## config.mk

```make
export PLATFORM = sky130hd
export DESIGN_NAME = scp_ctrl
export DESIGN_NICKNAME = d
export VERILOG_FILES = /design/src/rtl/core/sphere_collision_pass_defines.svh /design/src/rtl/core/scp_pkg.sv /design/src/rtl/core/scp_ctrl.sv
export SDC_FILE = /design/constraint.sdc
export NUM_CORES = 1
export LEC_CHECK = 0
export BUFFER_PORTS_ARGS = -buffer_cell sky130_fd_sc_hd__buf_2
export CORE_MARGIN = 5
export CORE_UTILIZATION = 45
export CTS_BUF_LIST = sky130_fd_sc_hd__clkbuf_4
export CTS_CLUSTER_DIAMETER = 30
export CTS_CLUSTER_SIZE = 24
export DETAILED_ROUTE_END_ITERATION = 8
export HOLD_SLACK_MARGIN = 0.08
export SYNTH_ARGS = -nofsm -noshare
export SYNTH_HDL_FRONTEND = slang
export SYNTH_SLANG_ARGS = --single-unit
```

## constraint.sdc

```tcl
create_clock -name i_clk -period 6.4 [get_ports i_clk]
set_input_delay 0.32 -clock i_clk [delete_from_list [all_inputs] [get_ports i_clk]]
set_output_delay 0.32 -clock i_clk [all_outputs]
set_load 0.01 [all_outputs]
```

## src/rtl/core/sphere_collision_pass_defines.svh

```systemverilog
`ifndef SPHERE_COLLISION_PASS_DEFINES_SVH
`define SPHERE_COLLISION_PASS_DEFINES_SVH

// same-cycle implication
`define SCP_ASSERT_NOW(lbl, clk, rst_n, ante, cons, msg) \
    lbl: assert property (@(posedge clk) disable iff (!rst_n) (ante) |-> (cons)) else $error(msg);

// next-cycle implication
`define SCP_ASSERT_NEXT(lbl, clk, rst_n, ante, cons, msg) \
    lbl: assert property (@(posedge clk) disable iff (!rst_n) (ante) |=> (cons)) else $error(msg);

`endif

```

## src/rtl/core/scp_pkg.sv

```systemverilog
`timescale 1ns / 1ps

package scp_pkg;

    localparam int WORD_W   = 240;
    localparam int POS_LSB  = 0;
    localparam int VEL_LSB  = 96;
    localparam int RAD_LSB  = 192;
    localparam int MASS_LSB = 216;
    localparam int OUT_W    = 192;

    typedef logic [5:0] t_op;

    localparam t_op OP_NOP  = 6'd0;
    localparam t_op OP_LDI  = 6'd1;
    localparam t_op OP_LDJ  = 6'd2;
    localparam t_op OP_DIFF = 6'd3;
    localparam t_op OP_MDD  = 6'd4;
    localparam t_op OP_ACC  = 6'd5;
    localparam t_op OP_MRS  = 6'd6;
    localparam t_op OP_SQRT = 6'd7;
    localparam t_op OP_OVL  = 6'd8;
    localparam t_op OP_MDO  = 6'd9;
    localparam t_op OP_DVS  = 6'd10;
    localparam t_op OP_PUSH = 6'd11;
    localparam t_op OP_MVD  = 6'd12;
    localparam t_op OP_DVV  = 6'd13;
    localparam t_op OP_SETV = 6'd14;
    localparam t_op OP_MDN  = 6'd15;
    localparam t_op OP_DVN  = 6'd16;
    localparam t_op OP_SETN = 6'd17;
    localparam t_op OP_MVN  = 6'd18;
    localparam t_op OP_SETW = 6'd19;
    localparam t_op OP_MWJ  = 6'd20;
    localparam t_op OP_DVM  = 6'd21;
    localparam t_op OP_UPDI = 6'd22;
    localparam t_op OP_MWI  = 6'd23;
    localparam t_op OP_UPDJ = 6'd24;
    localparam t_op OP_OUT  = 6'd25;

    localparam logic [1:0] WSEL_IN = 2'd0;
    localparam logic [1:0] WSEL_I  = 2'd1;
    localparam logic [1:0] WSEL_J  = 2'd2;

    typedef struct packed {
        t_op        op;
        logic [1:0] k;
        logic       ram_we;
        logic [1:0] wsel;
    } t_cmd;

    typedef struct packed {
        logic far;
        logic collide;
        logic dot_go;
        logic sqrt_busy;
        logic div_done;
    } t_stat;

    function automatic logic signed [31:0] sat32(input logic signed [65:0] x);
        logic signed [31:0] r;
        if (x > 66'sd2147483647) begin
            r = 32'sh7fffffff;
        end else if (x < -66'sd2147483648) begin
            r = 32'sh80000000;
        end else begin
            r = x[31:0];
        end
        return r;
    endfunction

endpackage

```

## src/rtl/core/scp_ctrl.sv

```systemverilog
`timescale 1ns / 1ps

module scp_ctrl
    import scp_pkg::*;
#(
    parameter int MAX_SPHERES = 16
) (
    input  logic                           i_clk,
    input  logic                           i_rst_n,
    input  logic                           i_s_tvalid,
    input  logic                           i_s_tlast,
    output logic                           o_s_tready,
    input  logic                           i_m_tready,
    output logic                           o_m_tvalid,
    output logic                           o_m_tlast,
    output logic [$clog2(MAX_SPHERES)-1:0] o_emit_idx,
    input  t_stat                          i_stat,
    output t_cmd                           o_cmd,
    output logic [$clog2(MAX_SPHERES)-1:0] o_rd_addr,
    output logic [$clog2(MAX_SPHERES)-1:0] o_wr_addr
);

    localparam int IW = $clog2(MAX_SPHERES);
    localparam int CW = $clog2(MAX_SPHERES + 1);

    localparam logic [5:0] S_IDLE = 6'd0;
    localparam logic [5:0] S_PAIR = 6'd1;
    localparam logic [5:0] S_RDI  = 6'd2;
    localparam logic [5:0] S_RDJ  = 6'd3;
    localparam logic [5:0] S_LDJ  = 6'd4;
    localparam logic [5:0] S_DIFF = 6'd5;
    localparam logic [5:0] S_SQM  = 6'd6;
    localparam logic [5:0] S_SQA  = 6'd7;
    localparam logic [5:0] S_MRS  = 6'd8;
    localparam logic [5:0] S_CHK  = 6'd9;
    localparam logic [5:0] S_SQW  = 6'd10;
    localparam logic [5:0] S_OVL  = 6'd11;
    localparam logic [5:0] S_PM   = 6'd12;
    localparam logic [5:0] S_PD   = 6'd13;
    localparam logic [5:0] S_PW   = 6'd14;
    localparam logic [5:0] S_DM   = 6'd15;
    localparam logic [5:0] S_DA   = 6'd16;
    localparam logic [5:0] S_DCHK = 6'd17;
    localparam logic [5:0] S_VD   = 6'd18;
    localparam logic [5:0] S_VW   = 6'd19;
    localparam logic [5:0] S_NM   = 6'd20;
    localparam logic [5:0] S_ND   = 6'd21;
    localparam logic [5:0] S_NW   = 6'd22;
    localparam logic [5:0] S_WM   = 6'd23;
    localparam logic [5:0] S_WS   = 6'd24;
    localparam logic [5:0] S_IM   = 6'd25;
    localparam logic [5:0] S_ID   = 6'd26;
    localparam logic [5:0] S_IW   = 6'd27;
    localparam logic [5:0] S_JM   = 6'd28;
    localparam logic [5:0] S_JD   = 6'd29;
    localparam logic [5:0] S_JW   = 6'd30;
    localparam logic [5:0] S_WBI  = 6'd31;
    localparam logic [5:0] S_WBJ  = 6'd32;
    localparam logic [5:0] S_NEXT = 6'd33;
    localparam logic [5:0] S_ERD  = 6'd34;
    localparam logic [5:0] S_ELD  = 6'd35;
    localparam logic [5:0] S_EOUT = 6'd36;

    logic [5:0]    r_state, n_state;
    logic [IW-1:0] r_i, n_i, r_j, n_j, r_e, n_e;
    logic [1:0]    r_k, n_k;
    logic [CW-1:0] r_cnt, n_cnt;
    logic          r_oval, n_oval;
    logic          last_i, last_j, last_e;

    assign last_i = CW'(r_i) == r_cnt - CW'(1);
    assign last_j = CW'(r_j) == r_cnt - CW'(1);
    assign last_e = CW'(r_e) == r_cnt - CW'(1);

    always_ff @(posedge i_clk) begin
        if (!i_rst_n) begin
            r_state <= S_IDLE;
            r_cnt   <= '0;
            r_oval  <= 1'b0;
        end else begin
            r_state <= n_state;
            r_cnt   <= n_cnt;
            r_oval  <= n_oval;
        end
    end

    always_ff @(posedge i_clk) begin
        r_i <= n_i;
        r_j <= n_j;
        r_e <= n_e;
        r_k <= n_k;
    end

    always_comb begin
        n_state   = r_state;
        n_i       = r_i;
        n_j       = r_j;
        n_e       = r_e;
        n_k       = r_k;
        n_cnt     = r_cnt;
        n_oval    = r_oval;
        o_cmd     = '{op: OP_NOP, k: r_k, ram_we: 1'b0, wsel: WSEL_IN};
        o_rd_addr = r_i;
        o_wr_addr = r_cnt[IW-1:0];
        unique case (r_state)
            S_IDLE: begin
                if (i_s_tvalid) begin
                    if (r_cnt < CW'(MAX_SPHERES)) begin
                        o_cmd.ram_we = 1'b1;
                        n_cnt        = r_cnt + CW'(1);
                    end
                    if (i_s_tlast) begin
                        n_i     = '0;
                        n_j     = '0;
                        n_state = S_PAIR;
                    end
                end
            end
            S_PAIR: n_state = (r_i == r_j) ? S_NEXT : S_RDI;
            S_RDI:  n_state = S_RDJ;
            S_RDJ: begin
                o_cmd.op  = OP_LDI;
                o_rd_addr = r_j;
                n_state   = S_LDJ;
            end
            S_LDJ: begin
                o_cmd.op = OP_LDJ;
                n_state  = S_DIFF;
            end
            S_DIFF: begin
                o_cmd.op = OP_DIFF;
                n_k      = '0;
                n_state  = S_SQM;
            end
            S_SQM: begin
                if (i_stat.far) begin
                    n_state = S_NEXT;
                end else begin
                    o_cmd.op = OP_MDD;
                    n_state  = S_SQA;
                end
            end
            S_SQA: begin
                o_cmd.op = OP_ACC;
                if (r_k == 2'd2) begin
                    n_state = S_MRS;
                end else begin
                    n_k     = r_k + 2'd1;
                    n_state = S_SQM;
                end
            end
            S_MRS: begin
                o_cmd.op = OP_MRS;
                n_state  = S_CHK;
            end
            S_CHK: begin
                if (i_stat.collide) begin
                    o_cmd.op = OP_SQRT;
                    n_state  = S_SQW;
                end else begin
                    n_state = S_NEXT;
                end
            end
            S_SQW: if (!i_stat.sqrt_busy) n_state = S_OVL;
            S_OVL: begin
                o_cmd.op = OP_OVL;
                n_k      = '0;
                n_state  = S_PM;
            end
            S_PM: begin
                o_cmd.op = OP_MDO;
                n_state  = S_PD;
            end
            S_PD: begin
                o_cmd.op = OP_DVS;
                n_state  = S_PW;
            end
            S_PW: begin
                if (i_stat.div_done) begin
                    o_cmd.op = OP_PUSH;
                    if (r_k == 2'd2) begin
                        n_k     = '0;
                        n_state = S_DM;
                    end else begin
                        n_k     = r_k + 2'd1;
                        n_state = S_PM;
                    end
                end
            end
            S_DM: begin
                o_cmd.op = OP_MVD;
                n_state  = S_DA;
            end
            S_DA: begin
                o_cmd.op = OP_ACC;
                if (r_k == 2'd2) begin
                    n_state = S_DCHK;
                end else begin
                    n_k     = r_k + 2'd1;
                    n_state = S_DM;
                end
            end
            S_DCHK: n_state = i_stat.dot_go ? S_VD : S_WBI;
            S_VD: begin
                o_cmd.op = OP_DVV;
                n_state  = S_VW;
            end
            S_VW: begin
                if (i_stat.div_done) begin
                    o_cmd.op = OP_SETV;
                    n_k      = '0;
                    n_state  = S_NM;
                end
            end
            S_NM: begin
                o_cmd.op = OP_MDN;
                n_state  = S_ND;
            end
            S_ND: begin
                o_cmd.op = OP_DVN;
                n_state  = S_NW;
            end
            S_NW: begin
                if (i_stat.div_done) begin
                    o_cmd.op = OP_SETN;
                    n_state  = S_WM;
                end
            end
            S_WM: begin
                o_cmd.op = OP_MVN;
                n_state  = S_WS;
            end
            S_WS: begin
                o_cmd.op = OP_SETW;
                n_state  = S_IM;
            end
            S_IM: begin
                o_cmd.op = OP_MWJ;
                n_state  = S_ID;
            end
            S_ID: begin
                o_cmd.op = OP_DVM;
                n_state  = S_IW;
            end
            S_IW: begin
                if (i_stat.div_done) begin
                    o_cmd.op = OP_UPDI;
                    n_state  = S_JM;
                end
            end
            S_JM: begin
                o_cmd.op = OP_MWI;
                n_state  = S_JD;
            end
            S_JD: begin
                o_cmd.op = OP_DVM;
                n_state  = S_JW;
            end
            S_JW: begin
                if (i_stat.div_done) begin
                    o_cmd.op = OP_UPDJ;
                    if (r_k == 2'd2) begin
                        n_state = S_WBI;
                    end else begin
                        n_k     = r_k + 2'd1;
                        n_state = S_NM;
                    end
                end
            end
            S_WBI: begin
                o_cmd.ram_we = 1'b1;
                o_cmd.wsel   = WSEL_I;
                o_wr_addr    = r_i;
                n_state      = S_WBJ;
            end
            S_WBJ: begin
                o_cmd.ram_we = 1'b1;
                o_cmd.wsel   = WSEL_J;
                o_wr_addr    = r_j;
                n_state      = S_NEXT;
            end
            S_NEXT: begin
                if (last_j) begin
                    n_j = '0;
                    if (last_i) begin
                        n_e     = '0;
                        n_state = S_ERD;
                    end else begin
                        n_i     = r_i + IW'(1);
                        n_state = S_PAIR;
                    end
                end else begin
                    n_j     = r_j + IW'(1);
                    n_state = S_PAIR;
                end
            end
            S_ERD: begin
                o_rd_addr = r_e;
                n_state   = S_ELD;
            end
            S_ELD: begin
                o_cmd.op = OP_OUT;
                n_oval   = 1'b1;
                n_state  = S_EOUT;
            end
            S_EOUT: begin
                if (i_m_tready) begin
                    n_oval = 1'b0;
                    if (last_e) begin
                        n_cnt   = '0;
                        n_state = S_IDLE;
                    end else begin
                        n_e     = r_e + IW'(1);
                        n_state = S_ERD;
                    end
                end
            end
            default: n_state = S_IDLE;
        endcase
    end

    assign o_s_tready = (r_state == S_IDLE);
    assign o_m_tvalid = r_oval;
    assign o_m_tlast  = last_e;
    assign o_emit_idx = r_e;

endmodule

```

==> results.toml, run 1 <==
[routing]
drt-total-wl_um = 8170
ant_nets = 0
drt-wirelength-per-cell_um = 18.2
vias = 2747
firstDrtPassIters = 5
drc = 0
viasPerCell = 6.13
first_iter_violations = 295

[die]
die-area_mm2 = 0.00771
io-pin-count = 36
coreArea_mm2 = 0.00592
fp.dieW_um = 87.8
rows = 28
die_h_um = 87.8
start_util = 0.460

[synth]
netlist_instances = 362
synth-seq-area-share = 0.242
synth_edf_count = 14
synth_top_cell_by_area = "edfxtp_1"
syn_nets = 380
synth_common_cells = "52 x nand2_1, 43 x nor2_1, 20 x o21ai_0"
synth.distinct_cells = 70
synth_top_flop_cell = "edfxtp_1"
synth_most_common_cell = "nand2_1"
synth_area_mm2 = 0.00273
syn_area_per_cell_um2 = 7.53
yosys_warnings = 0
ys_async_sr_fraction = 0
netlist.area_leader.share = 0.154
synth-seq-cells = 26
synth_area_leaders = "edfxtp_1 15%, dfxtp_1 8.8%, nand2_1 7.2%"

[sta]
setup_tns_ns = 0
final_hold_viol_count = 0
rsz0062_at_grt = "false"
skew_ns = 0.0263
max_slew_margin = 0.377
min_period_over_period = 0.476
max_freq_mhz = 328
slew_viol_final = 0
tightest_slew_ns = 0.933
min_period_ns = 3.05
setup_viol = 0
fin_ws_ns = 3.35

[worst_setup_path]
crit_slowest_cell = "dfxtp_1"
worst_setup_path_start_kind = "register"
worstSetupPathType = "reg -> out"
reg2reg_slack_ns = 3.39
worst-path-buf-inv = 2
crit_chain = "clkinv_1, nand2_1, nor2_1, nor2_1, nand2_1, nand2_1, buf_2"
arrival_ns = 2.73
reg2regPathDepth = 5
crit_family = "simple AND/OR/NAND/NOR gates"
max_stage_delay_ns = 0.82
crit_path_frequent_cell = "nand2_1"
r2r_end = "r_i[3]"
crit_fanout = 23
reg2reg_from = "r_state[0]"
end_kind = "primary output"
cp.required_ns = 6.08

[pwr]
powerDensity_mw_per_mm2 = 225
p_sw_frac = 0.465
p_int_mw = 0.349
p_switching_mw = 0.303
finalPower_mw = 0.652
leakage_nw = 1.12
seqPwrFrac = 0.367
power_frac_comb = 0.522
clkPwrFrac = 0.111
worst_ir_drop_vdd_mv = 0.114

[cts]
cts_tree = "yes"
cts_root_buffer = "clkbuf_4"
cts_buffer_depth = 2
cts_num_sinks = 26
cts_buffers = 3
clk_pin_slew_ns = 0.15
clk_latency_ns = 0.33
cts_resized = 0
postCtsHoldBufs = 0
postCtsSetupBuffers = 0
htree_levels = 1

[finish]
antenna_cells = 0
drive_gt1_frac = 0.139
syn2layout_area_growth_pct = 6.20
final_nets = 392

[place]
dp_slack_ns = 3.55
portBuffers = 34
hpwl_um = 6150
gp_congestion = 0.968

[grt]
grt_max_degree = 36
overflow = 0
grtUsageTotal = 0.218
antenna_found_initial = 0
grt_pass1_wl_um = 13300
grt_pass1_vias = 2542

[worst_hold_path]
holdPathEnd = "r_cnt[0]"
hp-start = "i_rst_n"
worstHoldPathType = "in -> reg"
holdPathStages = 3

[run_status]
status = "finished, final reports clean"

[flow_run]
drv_cap = 0
==> routing by layer <==
layer  global-route usage  wire [µm]  vias up
met5                    0          0        -
met3               0.0433        600        6
met4               0.0516         91        0
li1                     -          -     1324
met2                0.327       3620      107
met1                0.321       3870     1310
==> cell usage in the layout (no fill, tap or decap), types with 5 or more instances in the layout <==
cell and n:
xnor2_1 14, nand3_1 12, and3_1 5, ha_1 8, inv_1 12, xor2_1 8, a22oi_1 11, buf_2 34
o21ai_0 20, nor3_1 5, nor2b_1 5, edfxtp_1 14, nand2b_1 8, o22ai_1 5, dfxtp_1 12, nor2_1 43
a21oi_1 18, nand2_1 52, o211ai_1 5
==> area by class of cell <==
cell class                      count  area (µm²)
Timing Repair Buffer               36         185
Fill cell                         629        3030
Inverter                           13        48.8
Clock inverter                      1        3.75
Tap cell                           75        93.8
Clock buffer                        3        22.5
Multi-Input combinational cell    294        1880
Sequential cell                    26         661
==> how the worst max path moves through the flow <==
| stage | startpoint | end | slack (ns) | cells past startpoint |
|---|---|---|---|---|
| floorplan | r_cnt[0] | o_emit_idx[0] | 4.14 | 9 |
| global placement | r_state[0] | r_i[3] | 3.68 | 5 |
| detailed placement | r_state[0] | r_i[2] | 3.55 | 5 |
| CTS | r_state[0] | o_rd_addr[3] | 3.43 | 7 |
| global route | r_state[0] | o_rd_addr[1] | 3.01 | 7 |
| finish | r_state[0] | o_rd_addr[1] | 3.35 | 7 |
==> tightest hold or removal path: cells and delay by family <==
kind / cells / cell delay [ns]
buf+inv: 1 / 0.17
compound gates: 2 / 0.13
==> flip-flops by register name (all words and copies together), names as in the netlist <==
register    count
o_emit_idx      4
o_m_tvalid      1
r_cnt           5
r_i             4
r_j             4
r_k             2
r_state         6
==> power by group through the flow <==
| stage | logic [mW] | clock network [mW] | registers (mW) |
|---|---|---|---|
| 2_1_floorplan | 0.280 | 0 | 0.212 |
| 3_3_place_gp | 0.334 | 0 | 0.241 |
| 3_5_place_dp | 0.335 | 0 | 0.242 |
| 4_1_cts | 0.337 | 0.0756 | 0.238 |
| 5_1_grt | 0.375 | 0.0819 | 0.243 |
| 6_report | 0.340 | 0.0721 | 0.239 |
==> metrics by stage <==
stage	util	cells	hold slack, ns	area (µm²)
6_report	0.489	448	0.323	2890
5_1_grt	0.489	448	0.329	2890
4_1_cts	0.489	448	0.315	2890
3_5_place_dp	0.484	444	0.559	2870
3_3_place_gp	0.484	444	0.564	2870
2_1_floorplan	-	362	0.500	2730
==> logic make-up after synthesis <==
group	Yosys count	share of synthesized area
and+or+nand+nor	158	0.290
AOI/OAI and AO/OA	100	0.254
buffers and inverters	42	0.0679
xor gates and xnor gates	26	0.104
DFF	26	0.242
adders and majority gates	8	0.0367
other	1	0.00138
muxes	1	0.00367
Note: power is estimated with default switching activity, not from simulation.
==> run 2, diff against run 1 <==
==> constraint.sdc (replaced) <==
create_clock -name i_clk -period 2.88 [get_ports i_clk]
set_input_delay 0.144 -clock i_clk [delete_from_list [all_inputs] [get_ports i_clk]]
set_output_delay 0.144 -clock i_clk [all_outputs]
set_load 0.01 [all_outputs]
==> results.toml, run 2 (synthesized netlist as in run 1, its figures left out) <==
[worst_hold_path]
worstHoldPathType = "in -> reg"

[sta]
max_freq_mhz = 371
setup_viol = 0
slew_viol_final = 0
fin_ws_ns = 0.184
skew_ns = 0.00229
min_period_over_period = 0.936
setup_tns_ns = 0
min_period_ns = 2.70
max_slew_margin = 0.522
final_hold_viol_count = 0
tightest_slew_ns = 0.711
rsz0062_at_grt = "false"

[routing]
viasPerCell = 6.10
drc = 0
drt-total-wl_um = 8540
vias = 2818
first_iter_violations = 406
ant_nets = 0
firstDrtPassIters = 5
drt-wirelength-per-cell_um = 18.5

[cts]
htree_levels = 1
cts_tree = "yes"
cts_num_sinks = 26
cts_root_buffer = "clkbuf_4"
postCtsHoldBufs = 0
cts_resized = 0
clk_pin_slew_ns = 0.15
cts_buffers = 3
clk_latency_ns = 0.33
cts_buffer_depth = 2
postCtsSetupBuffers = 0

[finish]
largestRegisters = "r_state x6, r_cnt x5"
nFillCells = 598
most-common-layout-cells = "52 x nand2_1, 43 x nor2_1, 34 x buf_2"
fin_area_mm2 = 0.00300
drive_gt1_frac = 0.171
layout_commonest_cell = "nand2_1"
largest_reg_flops = 6
syn2layout_area_growth_pct = 10.1
final_nets = 406
antenna_cells = 0
top_register = "r_state"

[place]
gp_congestion = 0.945
portBuffers = 34
hpwl_um = 6480
placed_area_mm2 = 0.00297
dp_slack_ns = 0.409

[flow_run]
drv_cap = 0

[grt]
grt_pass1_wl_um = 13700
grtUsageTotal = 0.227
grt_pass1_vias = 2623
grt_max_degree = 23
overflow = 0
antenna_found_initial = 0

[pwr]
p_sw_frac = 0.465
powerDensity_mw_per_mm2 = 507
finalPower_mw = 1.52
seqPwrFrac = 0.354
p_int_mw = 0.813
worst_ir_drop_vdd_mv = 0.237
leakage_nw = 1.19
p_switching_mw = 0.707
power_frac_comb = 0.535
clkPwrFrac = 0.111

[worst_setup_path]
worst_setup_path_start_kind = "register"
reg2reg_slack_ns = 0.37
cp-startpoint = "r_state[3]"
worstSetupPathType = "reg -> out"
reg2regPathDepth = 8
r2r_end = "o_emit_idx[0]"
cp.required_ns = 2.74
reg2reg_from = "r_cnt[0]"
end_kind = "primary output"
worstSetupEndpoint = "o_cmd[6]"
crit_fanout = 15
arrival_ns = 2.55

[die]
rows = 28
die_h_um = 87.8
fp.dieW_um = 87.8
start_util = 0.460
die-area_mm2 = 0.00771
coreArea_mm2 = 0.00592
io-pin-count = 36

[run_status]
status = "finished, final reports clean"
## run 2: changes by cell type in the layout (fill, tap and decap cells not counted)
cell,previous run,this run
buf_4,2,16
## run 2: worst min path at each step
stage              start         end  slack [ns]  cells past startpoint
2_1_floorplan  i_stat[3]  r_state[0]        0.39                      3
3_3_place_gp     i_rst_n  r_state[4]        0.49                      2
3_5_place_dp     i_rst_n  r_state[4]        0.50                      2
4_1_cts          i_rst_n    r_cnt[0]        0.14                      3
5_1_grt          i_rst_n  r_state[4]        0.11                      2
6_report         i_rst_n  r_state[4]        0.14                      2
## run 2: routing by layer
metal	global-route usage	part of all wire
met1	0.338	0.47
met5	0	0
met4	0.0544	0.012
met2	0.339	0.44
met3	0.0386	0.077
## run 2: through the flow
step / cells / util / hold WS [ns]
3_5_place_dp: 458 / 0.502 / 0.501
6_report: 462 / 0.507 / 0.143
5_1_grt: 462 / 0.507 / 0.112
3_3_place_gp: 458 / 0.502 / 0.492
2_1_floorplan: 362 / - / 0.390
4_1_cts: 462 / 0.507 / 0.136
## run 2: power groups by stage
stage	Sequential [mW]	Combinational, mW	Clock, mW
final	0.538	0.812	0.169
after global routing	0.544	0.888	0.192
after CTS	0.534	0.803	0.171
after detailed placement	0.543	0.797	0
after global placement	0.542	0.804	0
after floorplan	0.472	0.621	0
## run 2: worst max-delay path, stage by stage (launching register included)
cell	delay, ns
dfxtp_1	0.65
buf_4	0.30
or2b_1	0.28
nor2_1	0.16
nor2_1	0.06
a311oi_1	0.35
a41oi_1	0.08
o211ai_1	0.19
buf_2	0.16
## run 2: area by class of cell
class	instances	area (µm²)	area share
flip-flops and latches	26	661	0.220
well taps	75	93.8	0.0313
repair buffers	50	290	0.0968
multi-input cells	294	1880	0.627
clock buffers	3	22.5	0.00751
clock inverters	1	3.75	0.00125
inverters	13	48.8	0.0163
==> run 3, diff against run 2 <==
--- a/config.mk
+++ b/config.mk
@@ -6,6 +6,7 @@
 export NUM_CORES = 1
 export LEC_CHECK = 0
 export BUFFER_PORTS_ARGS = -buffer_cell sky130_fd_sc_hd__buf_2
+export CORE_ASPECT_RATIO = 0.5
 export CORE_MARGIN = 5
 export CORE_UTILIZATION = 45
 export CTS_BUF_LIST = sky130_fd_sc_hd__clkbuf_4
==> constraint.sdc (replaced) <==
create_clock -name i_clk -period 3.3 [get_ports i_clk]
set_input_delay 0.165 -clock i_clk [delete_from_list [all_inputs] [get_ports i_clk]]
set_output_delay 0.165 -clock i_clk [all_outputs]
set_load 0.01 [all_outputs]
==> results.toml, run 3 (synthesized netlist as in run 1, its figures left out) <==
[routing]
first_iter_violations = 321
vias = 2779
drt-wirelength-per-cell_um = 17.9
drt-total-wl_um = 8220
viasPerCell = 6.05
ant_nets = 0
firstDrtPassIters = 5
drc = 0

[sta]
skew_ns = 0.00134
setup_tns_ns = 0
max_freq_mhz = 363
tightest_slew_ns = 0.851
slew_viol_final = 0
setup_viol = 0
final_hold_viol_count = 0
min_period_over_period = 0.835
min_period_ns = 2.75
whs_ns = 0.151
max_slew_margin = 0.432
rsz0062_at_grt = "false"

[die]
fp.dieW_um = 120
start_util = 0.456
die_h_um = 65.0
rows = 20
io-pin-count = 36
die-area_mm2 = 0.00781
coreArea_mm2 = 0.00598

[pwr]
power_frac_comb = 0.503
powerDensity_mw_per_mm2 = 465
leakage_nw = 1.18
p_int_mw = 0.779
seqPwrFrac = 0.331
clkPwrFrac = 0.166
finalPower_mw = 1.39
p_sw_frac = 0.440
p_switching_mw = 0.613
worst_ir_drop_vdd_mv = 0.152

[worst_setup_path]
reg2regPathDepth = 8
crit_fanout = 23
path_depth = 7
crit_slowest_cell = "dfxtp_1"
worst_setup_path_start_kind = "register"
arrival_ns = 2.59
worstSetupPathType = "reg -> out"
crit_chain = "nand2b_1, nor2_1, nand2_1, o21ai_0, nand2_1, o211ai_1, buf_2"
worst-path-buf-inv = 1
crit_family = "flip-flops"
cp.required_ns = 3.13
crit_path_frequent_cell = "nand2_1"
max_stage_delay_ns = 0.89
end_kind = "primary output"

[finish]
fin_area_mm2 = 0.00299
largest_reg_flops = 6
top_register = "r_state"
antenna_cells = 0
nFillCells = 582
layout_commonest_cell = "nand2_1"
syn2layout_area_growth_pct = 9.73
largestRegisters = "r_state x6, r_cnt x5"
drive_gt1_frac = 0.162
final_nets = 401
most-common-layout-cells = "52 x nand2_1, 43 x nor2_1, 34 x buf_2"

[cts]
clk_latency_ns = 0.33
htree_levels = 1
cts_num_sinks = 26
cts_buffers = 3
postCtsHoldBufs = 0
cts_tree = "yes"
cts_resized = 0
cts_buffer_depth = 2
cts_root_buffer = "clkbuf_4"
clk_pin_slew_ns = 0.16
postCtsSetupBuffers = 0

[place]
portBuffers = 34
hpwl_um = 6190
placed_area_mm2 = 0.00294
gp_congestion = 1.02

[grt]
grt_pass1_vias = 2685
grt_max_degree = 27
antenna_found_initial = 0
overflow = 0
grtUsageTotal = 0.213
grt_pass1_wl_um = 13500

[worst_hold_path]
holdPathStages = 2
worstHoldPathType = "in -> reg"

[flow_run]
drv_cap = 0

[run_status]
status = "finished, final reports clean"
-- run 3: cell types whose count changed in the layout (fill, tap and decap cells not counted), sizes merged --
| cell | change |
|---|---|
| buf | -5 |
| bufinv | +1 |
| clkinv | -1 |
-- run 3: area by class of cell --
type / count / area, µm² / share of cell area
Multi-Input combinational cell: 294 / 1880 / 0.628
Sequential cell: 26 / 661 / 0.221
Timing Repair Buffer: 45 / 253 / 0.0845
Tap cell: 77 / 96.3 / 0.0322
Inverter: 13 / 48.8 / 0.0163
Clock inverter: 1 / 30.0 / 0.0100
Clock buffer: 3 / 22.5 / 0.00753
-- run 3: metal layers --
layer / vias to the layer above / part of all wire / track usage
met5: - / 0 / 0
met4: 0 / 0.0089 / 0.0499
met3: 8 / 0.091 / 0.0427
met2: 146 / 0.46 / 0.341
met1: 1284 / 0.44 / 0.296
li1: 1341 / - / -
-- run 3: path summary, 6_finish.rpt --
path | from | end | slack, ns
setup / recovery | r_state[4] | o_cmd[8] | 0.55
hold reg to reg | r_cnt[1] | r_cnt[1] | 0.55
setup reg to reg | r_cnt[0] | o_emit_idx[0] | 0.58
hold / removal | i_rst_n | r_state[4] | 0.15
-- run 3: worst reg2reg max path, delay by kind of cell, from the launching register on --
family	cells	cell delay [ns]
buffers and inverters	1	0.08
AND/OR/NAND/NOR	4	0.88
flip-flops	1	0.60
AO/OA/AOI/OAI	1	0.16
XOR/XNOR	1	0.45
adder cells (fa/ha/maj)	1	0.25
-- run 3: power groups by stage --
| stage | registers [mW] | clock network (mW) | logic (mW) |
|---|---|---|---|
| after CTS | 0.459 | 0.236 | 0.692 |
| after global placement | 0.464 | 0 | 0.682 |
| final | 0.461 | 0.231 | 0.700 |
| after floorplan | 0.412 | 0 | 0.542 |
| after global routing | 0.470 | 0.246 | 0.770 |
| after detailed placement | 0.466 | 0 | 0.688 |
-- run 3: through the flow --
| step | worst slack (ns) | cells | utilization |
|---|---|---|---|
| 2_1_floorplan | 1.04 | 362 | - |
| 3_3_place_gp | 0.755 | 455 | 0.491 |
| 3_5_place_dp | 0.627 | 455 | 0.491 |
| 4_1_cts | 0.599 | 459 | 0.500 |
| 5_1_grt | 0.349 | 459 | 0.500 |
| 6_report | 0.546 | 459 | 0.500 |
